===== src/design/slt_pkg.sv =====
// Shared constants, types and helpers for the sorted leaf table.
package slt_pkg;

  localparam int MAX_CELLS = 16;
  localparam int IDX_W     = (MAX_CELLS > 1) ? $clog2(MAX_CELLS) : 1;
  localparam int CNT_W     = $clog2(MAX_CELLS + 1);
  localparam int KEY_W     = 32;
  localparam int VAL_W     = 64;
  localparam int POS_W     = 5;
  localparam int CMD_W     = 2;

  localparam logic [CMD_W-1:0] CMD_FIND   = 2'd0;
  localparam logic [CMD_W-1:0] CMD_INSERT = 2'd1;
  localparam logic [CMD_W-1:0] CMD_CLEAR  = 2'd2;

  typedef struct packed {
    logic             we;
    logic [IDX_W-1:0] waddr;
    logic [KEY_W-1:0] wkey;
    logic [VAL_W-1:0] wval;
    logic             re;
    logic [IDX_W-1:0] raddr;
  } mem_req_t;

  typedef struct packed {
    logic [POS_W-1:0] position;
    logic             found;
    logic [VAL_W-1:0] value_out;
    logic             status;
    logic [POS_W-1:0] cell_count;
  } result_t;

  function automatic logic [POS_W-1:0] fit_pos(input logic [CNT_W-1:0] v);
    logic [31:0] wide;
    wide = 32'(v);
    return wide[POS_W-1:0];
  endfunction

endpackage


===== src/design/sorted_leaf_table_core.sv =====
// Top level of the sorted leaf table: key and value memories, sequencer, output register.
// A find runs a binary search over the key memory with its registered read; an insert then
// shifts each cell above the insert position up by one and writes the new key and value.
// A clear or an unused command goes straight to the result. One item is worked on at a time.
// The result sits in an output register, so the next item is taken while it waits.
// Reset empties the node at once; the memories are not cleared and need no clearing pass.
module sorted_leaf_table_core (
  input  logic                      clk,
  input  logic                      rst,
  input  logic                      in_valid,
  output logic                      in_ready,
  input  logic [slt_pkg::CMD_W-1:0] cmd,
  input  logic [slt_pkg::KEY_W-1:0] key,
  input  logic [slt_pkg::VAL_W-1:0] value_in,
  output logic                      out_valid,
  input  logic                      out_ready,
  output logic [slt_pkg::POS_W-1:0] position,
  output logic                      found,
  output logic [slt_pkg::VAL_W-1:0] value_out,
  output logic                      status,
  output logic [slt_pkg::POS_W-1:0] cell_count
);

  slt_pkg::mem_req_t         mem_req;
  slt_pkg::result_t          res;
  slt_pkg::result_t          out_q;
  logic                      res_valid;
  logic                      res_ready;
  logic [slt_pkg::KEY_W-1:0] rd_key;
  logic [slt_pkg::VAL_W-1:0] rd_value;

  slt_ram #(
    .WIDTH  (slt_pkg::KEY_W),
    .DEPTH  (slt_pkg::MAX_CELLS),
    .ADDR_W (slt_pkg::IDX_W)
  ) u_key_ram (
    .clk   (clk),
    .we    (mem_req.we),
    .waddr (mem_req.waddr),
    .wdata (mem_req.wkey),
    .re    (mem_req.re),
    .raddr (mem_req.raddr),
    .rdata (rd_key)
  );

  slt_ram #(
    .WIDTH  (slt_pkg::VAL_W),
    .DEPTH  (slt_pkg::MAX_CELLS),
    .ADDR_W (slt_pkg::IDX_W)
  ) u_value_ram (
    .clk   (clk),
    .we    (mem_req.we),
    .waddr (mem_req.waddr),
    .wdata (mem_req.wval),
    .re    (mem_req.re),
    .raddr (mem_req.raddr),
    .rdata (rd_value)
  );

  slt_ctrl u_ctrl (
    .clk       (clk),
    .rst       (rst),
    .in_valid  (in_valid),
    .in_ready  (in_ready),
    .cmd       (cmd),
    .key       (key),
    .value_in  (value_in),
    .rd_key    (rd_key),
    .rd_value  (rd_value),
    .mem_req   (mem_req),
    .res_valid (res_valid),
    .res_ready (res_ready),
    .res       (res)
  );

  assign res_ready = !out_valid || out_ready;

  always_ff @(posedge clk) begin
    if (rst) begin
      out_valid <= 1'b0;
    end else if (res_valid && res_ready) begin
      out_valid <= 1'b1;
      out_q     <= res;
    end else if (out_ready) begin
      out_valid <= 1'b0;
    end
  end

  assign position   = out_q.position;
  assign found      = out_q.found;
  assign value_out  = out_q.value_out;
  assign status     = out_q.status;
  assign cell_count = out_q.cell_count;

endmodule


===== src/design/slt_ram.sv =====
// Generic simple dual-port RAM with one write port and a registered read port.
module slt_ram #(
  parameter int WIDTH  = 32,
  parameter int DEPTH  = 16,
  parameter int ADDR_W = 4
) (
  input  logic              clk,
  input  logic              we,
  input  logic [ADDR_W-1:0] waddr,
  input  logic [WIDTH-1:0]  wdata,
  input  logic              re,
  input  logic [ADDR_W-1:0] raddr,
  output logic [WIDTH-1:0]  rdata
);

  logic [WIDTH-1:0] mem [DEPTH];

  always_ff @(posedge clk) begin
    if (we) begin
      mem[waddr] <= wdata;
    end
    if (re) begin
      rdata <= mem[raddr];
    end
  end

endmodule


===== src/design/slt_ctrl.sv =====
// Command sequencer: binary search, cell shift and result formation.
module slt_ctrl (
  input  logic                      clk,
  input  logic                      rst,
  input  logic                      in_valid,
  output logic                      in_ready,
  input  logic [slt_pkg::CMD_W-1:0] cmd,
  input  logic [slt_pkg::KEY_W-1:0] key,
  input  logic [slt_pkg::VAL_W-1:0] value_in,
  input  logic [slt_pkg::KEY_W-1:0] rd_key,
  input  logic [slt_pkg::VAL_W-1:0] rd_value,
  output slt_pkg::mem_req_t         mem_req,
  output logic                      res_valid,
  input  logic                      res_ready,
  output slt_pkg::result_t          res
);

  typedef enum logic [2:0] {
    ST_IDLE,
    ST_SRCH,
    ST_CMP,
    ST_RESOLVE,
    ST_SHIFT,
    ST_INS,
    ST_DONE
  } state_t;

  state_t                      state;
  logic [slt_pkg::CMD_W-1:0]   cmd_q;
  logic [slt_pkg::KEY_W-1:0]   key_q;
  logic [slt_pkg::VAL_W-1:0]   val_q;
  logic [slt_pkg::CNT_W-1:0]   count;
  logic [slt_pkg::CNT_W-1:0]   lo;
  logic [slt_pkg::CNT_W-1:0]   hi;
  logic [slt_pkg::CNT_W-1:0]   mid;
  logic [slt_pkg::CNT_W-1:0]   pos;
  logic                        hit;
  logic [slt_pkg::VAL_W-1:0]   hit_val;
  logic [slt_pkg::CNT_W-1:0]   widx;
  logic [slt_pkg::CNT_W:0]     mid_sum;
  logic [slt_pkg::CNT_W-1:0]   mid_next;
  logic [slt_pkg::CNT_W-1:0]   count_m1;
  logic [slt_pkg::CNT_W-1:0]   widx_m1;
  logic [slt_pkg::CNT_W-1:0]   widx_m2;

  assign mid_sum   = {1'b0, lo} + {1'b0, hi};
  assign mid_next  = mid_sum[slt_pkg::CNT_W:1];
  assign count_m1  = count - slt_pkg::CNT_W'(1);
  assign widx_m1   = widx - slt_pkg::CNT_W'(1);
  assign widx_m2   = widx - slt_pkg::CNT_W'(2);
  assign in_ready  = (state == ST_IDLE);
  assign res_valid = (state == ST_DONE);

  always_comb begin
    mem_req       = '0;
    mem_req.wkey  = key_q;
    mem_req.wval  = val_q;
    mem_req.waddr = pos[slt_pkg::IDX_W-1:0];
    unique case (state)
      ST_SRCH: begin
        mem_req.re    = 1'b1;
        mem_req.raddr = mid_next[slt_pkg::IDX_W-1:0];
      end
      ST_RESOLVE: begin
        mem_req.re    = 1'b1;
        mem_req.raddr = count_m1[slt_pkg::IDX_W-1:0];
      end
      ST_SHIFT: begin
        mem_req.we    = 1'b1;
        mem_req.waddr = widx[slt_pkg::IDX_W-1:0];
        mem_req.wkey  = rd_key;
        mem_req.wval  = rd_value;
        mem_req.re    = 1'b1;
        mem_req.raddr = widx_m2[slt_pkg::IDX_W-1:0];
      end
      ST_INS: begin
        mem_req.we = 1'b1;
      end
      default: begin
      end
    endcase
  end

  always_ff @(posedge clk) begin
    if (rst) begin
      state <= ST_IDLE;
      count <= '0;
    end else begin
      unique case (state)
        ST_IDLE: begin
          if (in_valid) begin
            cmd_q         <= cmd;
            key_q         <= key;
            val_q         <= value_in;
            lo            <= '0;
            hi            <= count;
            res.position  <= '0;
            res.found     <= 1'b0;
            res.value_out <= '0;
            res.status    <= 1'b0;
            if (cmd == slt_pkg::CMD_CLEAR) begin
              count          <= '0;
              res.cell_count <= '0;
              state          <= ST_DONE;
            end else if (cmd == slt_pkg::CMD_FIND || cmd == slt_pkg::CMD_INSERT) begin
              state <= ST_SRCH;
            end else begin
              res.cell_count <= slt_pkg::fit_pos(count);
              state          <= ST_DONE;
            end
          end
        end
        ST_SRCH: begin
          if (lo == hi) begin
            pos   <= lo;
            hit   <= 1'b0;
            state <= ST_RESOLVE;
          end else begin
            mid   <= mid_next;
            state <= ST_CMP;
          end
        end
        ST_CMP: begin
          if (key_q == rd_key) begin
            pos     <= mid;
            hit     <= 1'b1;
            hit_val <= rd_value;
            state   <= ST_RESOLVE;
          end else begin
            if (key_q < rd_key) begin
              hi <= mid;
            end else begin
              lo <= mid + slt_pkg::CNT_W'(1);
            end
            state <= ST_SRCH;
          end
        end
        ST_RESOLVE: begin
          res.position   <= slt_pkg::fit_pos(pos);
          res.cell_count <= slt_pkg::fit_pos(count);
          if (cmd_q == slt_pkg::CMD_FIND) begin
            res.found     <= hit;
            res.value_out <= hit ? hit_val : '0;
            state         <= ST_DONE;
          end else if (count >= slt_pkg::CNT_W'(slt_pkg::MAX_CELLS)) begin
            res.status <= 1'b1;
            state      <= ST_DONE;
          end else if (count > pos) begin
            widx  <= count;
            state <= ST_SHIFT;
          end else begin
            state <= ST_INS;
          end
        end
        ST_SHIFT: begin
          widx <= widx_m1;
          if (widx_m1 <= pos) begin
            state <= ST_INS;
          end
        end
        ST_INS: begin
          count          <= count + slt_pkg::CNT_W'(1);
          res.cell_count <= slt_pkg::fit_pos(count + slt_pkg::CNT_W'(1));
          state          <= ST_DONE;
        end
        ST_DONE: begin
          if (res_ready) begin
            state <= ST_IDLE;
          end
        end
        default: begin
          state <= ST_IDLE;
        end
      endcase
    end
  end

endmodule

===== config.mk =====
export PLATFORM = sky130hd
export DESIGN_NAME = sorted_leaf_table_core
export DESIGN_NICKNAME = d
export VERILOG_FILES = /design/src/design/slt_pkg.sv /design/src/design/sorted_leaf_table_core.sv /design/src/design/slt_ram.sv /design/src/design/slt_ctrl.sv
export SDC_FILE = /design/constraint.sdc
export NUM_CORES = 2
export LEC_CHECK = 0
export CAP_MARGIN = 25
export CORE_UTILIZATION = 45
export CTS_CLUSTER_DIAMETER = 120
export DETAILED_ROUTE_END_ITERATION = 8
export DONT_BUFFER_PORTS = 1
export PLACE_DENSITY = 0.58
export SYNTH_ARGS = -nofsm -noshare
export SYNTH_HDL_FRONTEND = slang
export SYNTH_SLANG_ARGS = --single-unit

===== constraint.sdc =====
create_clock -name clk -period 13.2 [get_ports clk]
set_input_delay 1.98 -clock clk [delete_from_list [all_inputs] [get_ports clk]]
set_output_delay 1.98 -clock clk [all_outputs]
set_load 0.05 [all_outputs]

==> parameters.txt <==
Parameter                              Value

Outcome
  Status    finished, final reports clean

Floorplanning
  Std-Cell Core Area    0.174 mm^2
  Standard-cell row count    153
  I/O pin total    180
  Effective utilization at floorplan    0.453
  Overall die area    0.176 mm^2
  Die Height    420 um
  Horizontal die dimension    420 um

Min path
  End point of the most critical hold path    value_out[8]
  Depth of the worst hold-timing path    0
  Startpoint of the tightest hold check path    u_ctrl.res[14]
  Class of the tightest hold or removal check    reg2reg

Clocking
  Quantity of gates resized following cts    0
  Num CTS Buffers    204
  Clock buffer depth    3
  Total clock sinks    1,981
  Latest clock arrival within the worst-skew pair    840 ps
  Number of hold buffers added after CTS    0
  Number of levels the H-tree was split into    4
  Clk slew on worst S/H paths    70 ps
  Post-CTS setup repair buffer count    0
  TritonCTS clock tree    yes
  Root buffer selected by CTS    sky130_fd_sc_hd__clkbuf_16

Logic synthesis
  Synthesis Warnings    0
  Syn avg cell area    18.2 um^2
  Gate count after technology mapping    4,327
  Combinational family with the most area after synthesis    multiplexers
  Multiplexer area fraction after synthesis    0.183
  Post-synthesis share of cell area spent on xor and xnor gates    0.00134
  Adder and majority gate portion of the synthesized area    0.00885
  Net count of the mapped netlist    4,484
  Fraction of registers with async set/reset    0
  Post-synthesis simple-gate area fraction    0.0257
  Share of the yosys chip area belonging to registers    0.755
  Netlist area before placement    0.0786 mm^2
  Ys flop type    sky130_fd_sc_hd__edfxtp_1
  EDFF count, synth    1,972
  Flop and latch count out of synthesis    1,981
  Library cells used by synthesis    46
  Post-synthesis compound-gate area fraction    0.00899

Drt
  Wire length per cell    25.1 um
  Total routed wire length on the met1 layer    76,100 um
  Wire length on met2    87,300 um
  DRC violation count after routing    0
  Number of search-and-repair iterations in the first detailed-routing pass    6
  Final wirelength    174,000 um
  Detail-routed via count per cell    5.35
  Met3 routed WL    6560 um
  Uppermost layer routed    met5
  Violation count after the first detailed-route iteration    2,677
  Number of routed nets with antenna violations    0
  Detailed-route via count    37,100

Global routing
  First-pass GRT wire length    251,000 um
  Vias in the first global route    37,500
  Congestion Overflow GR    0
  Largest net degree at the start of global routing    125
  GRT Util Overall    0.196
  Antenna violations before repair    2

Setup path
  R2r worst-path depth    7
  Worst flop-to-flop path startpoint    u_ctrl.state[2]
  Setup CP Type    reg2reg
  Crit path required time    13,650 ps
  Data arrival time of the critical path    5990 ps
  Setup slack of the most critical reg-to-reg path    7660 ps
  Launching element type of the critical path    register
  CP endpoint kind    register
  Destination of the worst register-to-register timing path    u_key_ram.mem[10][19]
  Largest driver fanout on the critical path    42

Placement
  Buffers added on ports    0
  # placed instances    6,553
  Placed wire-length estimate after detailed placement    85,200 um
  Gp weighted congestion    0.752

Layout
  Nets    4,592
  Layout cells sized above 1    0.0871
  Register area    0.0594 mm^2
  Most frequent standard cell in the layout excluding fill and tap cells    sky130_fd_sc_hd__edfxtp_1
  Post-Layout Cell Count    6,930
  Number of inserted filler cells in the final layout    14,100
  Commonest non-fill, non-tap cells in the layout    sky130_fd_sc_hd__edfxtp_1 (1,972), sky130_fd_sc_hd__mux2i_1 (1,441), sky130_fd_sc_hd__nand2_1 (274)
  Multi-input gate area in the final layout    0.0182 mm^2
  Area growth syn-to-layout    11.8%

Timing
  Rel. slew slack    0.261
  Final setup violating endpoints    0
  Maximum frequency from static timing analysis    181 MHz
  Final Skew    33.6 ps
  Min Clock Period, post-route    5540 ps
  Pins over their slew limit    0
  Final count of hold timing violations    0
  Final TNS setup    0 ps
  Transition time of the tightest slew-check pin    1110 ps
  Period Utilization, post-route    0.420
  RSZ-0062 raised after global routing    false

Power and ir drop
  Static power due to leakage    35.6 nW
  Pwr Total    17.3 mW
  Peak supply drop    0.164 mV
  Power per Cell Area    197 mW/mm^2

Run
  Max-cap check violation count    0
[cell usage after synthesis (2+ instances only)]
master | number | share of area
sky130_fd_sc_hd__nor2b_1 | 7 | 0.00056
sky130_fd_sc_hd__nand2_1 | 275 | 0.013
sky130_fd_sc_hd__and2_1 | 66 | 0.0053
sky130_fd_sc_hd__nor2_1 | 57 | 0.0027
sky130_fd_sc_hd__mux2i_1 | 1441 | 0.18
sky130_fd_sc_hd__nand3_1 | 8 | 0.00051
sky130_fd_sc_hd__nand2b_1 | 6 | 0.00048
sky130_fd_sc_hd__clkbuf_1 | 47 | 0.0022
sky130_fd_sc_hd__buf_6 | 7 | 0.0010
sky130_fd_sc_hd__ha_1 | 54 | 0.0086
sky130_fd_sc_hd__xnor2_1 | 9 | 0.0010
sky130_fd_sc_hd__a211oi_1 | 3 | 0.00029
sky130_fd_sc_hd__a22oi_1 | 3 | 0.00029
sky130_fd_sc_hd__o21ai_1 | 6 | 0.00038
sky130_fd_sc_hd__a21oi_1 | 36 | 0.0023
sky130_fd_sc_hd__a32oi_1 | 3 | 0.00033
sky130_fd_sc_hd__or3_1 | 2 | 0.00016
sky130_fd_sc_hd__nand4_1 | 10 | 0.00080
sky130_fd_sc_hd__xor2_1 | 3 | 0.00033
sky130_fd_sc_hd__edfxtp_1 | 1972 | 0.75
sky130_fd_sc_hd__inv_1 | 55 | 0.0026
sky130_fd_sc_hd__and3_1 | 5 | 0.00040
sky130_fd_sc_hd__dfxtp_1 | 9 | 0.0023
sky130_fd_sc_hd__o21ai_0 | 49 | 0.0031
sky130_fd_sc_hd__nor4_1 | 2 | 0.00016
sky130_fd_sc_hd__buf_2 | 119 | 0.0076
sky130_fd_sc_hd__a21o_1 | 10 | 0.00095
sky130_fd_sc_hd__buf_4 | 29 | 0.0028
sky130_fd_sc_hd__nor3_1 | 14 | 0.00089
sky130_fd_sc_hd__a31oi_1 | 4 | 0.00032
[metal layers]
metal | vias up | GRT usage
met5 | - | 0
met4 | 2 | 0.0571
met3 | 244 | 0.0295
met2 | 720 | 0.335
met1 | 19200 | 0.260
li1 | 17000 | -
[logic make-up after synthesis]
logic type,count (synthesis)
muxes,1441
adders and majority gates,55
and+or+nand+nor,457
AOI/OAI and AO/OA,123
buffers and inverters,258
DFF,1981
xor gates and xnor gates,12
[state kept, by name, summed over array words and instances (netlist names), 5 cells and up]
signal / flops
cell_count: 5
position: 5
u_ctrl.count: 5
u_ctrl.hi: 5
u_ctrl.hit_val: 64
u_ctrl.key_q: 32
u_ctrl.lo: 5
u_ctrl.mid: 5
u_ctrl.pos: 5
u_ctrl.res: 76
u_ctrl.val_q: 64
u_ctrl.widx: 5
u_key_ram.mem: 512
u_key_ram.rdata: 32
u_value_ram.mem: 1024
u_value_ram.rdata: 64
value_out: 64
[area by class of cell]
cell class,count,area share
clock buffer,265,0.0619
inverter,55,0.00235
clock inverter,109,0.00989
tap,2325,0.0331
antenna,2,0.0000569
timing repair buffer,105,0.0107
multi-input combinational,2088,0.207
sequential,1981,0.676
[metrics by stage]
stage | hold WS, ps | area (um^2) | utilization | setup slack (ps)
after floorplan | 400 | 78600 | - | 5220
after global placement | 402 | 81600 | 0.470 | 7720
after detailed placement | 405 | 81600 | 0.470 | 7630
after CTS | 418 | 87900 | 0.506 | 7590
after global routing | 421 | 87900 | 0.506 | 7440
final | 415 | 87900 | 0.506 | 7660
[worst max path at each step]
stage / startpoint / to / slack (ps) / cells after the start
floorplan: rst / cell_count[0] / 5220 / 2
global placement: u_ctrl.state[2] / u_key_ram.mem[10][18] / 7720 / 7
detailed placement: u_ctrl.state[2] / u_key_ram.mem[10][17] / 7630 / 7
CTS: u_ctrl.state[2] / u_key_ram.mem[10][21] / 7590 / 7
finish: u_ctrl.state[2] / u_key_ram.mem[10][19] / 7660 / 7
global route: u_ctrl.state[2] / u_key_ram.mem[10][19] / 7440 / 7
[report_power, final]
group          switching, mW  leakage (nW)  internal (mW)
clock network           2.35          3.07           3.09
logic                   2.37          14.6           1.44
registers              0.171          17.9           7.88
[critical path, cell delays in order (launching register included)]
cell                      delay, ps
sky130_fd_sc_hd__dfxtp_1        590
sky130_fd_sc_hd__nor3b_4        250
sky130_fd_sc_hd__buf_4          550
sky130_fd_sc_hd__buf_4          700
sky130_fd_sc_hd__a32oi_1        500
sky130_fd_sc_hd__nor2_4         770
sky130_fd_sc_hd__buf_4          850
sky130_fd_sc_hd__buf_4          830
No activity file was read; power rests on OpenSTA's default activity.
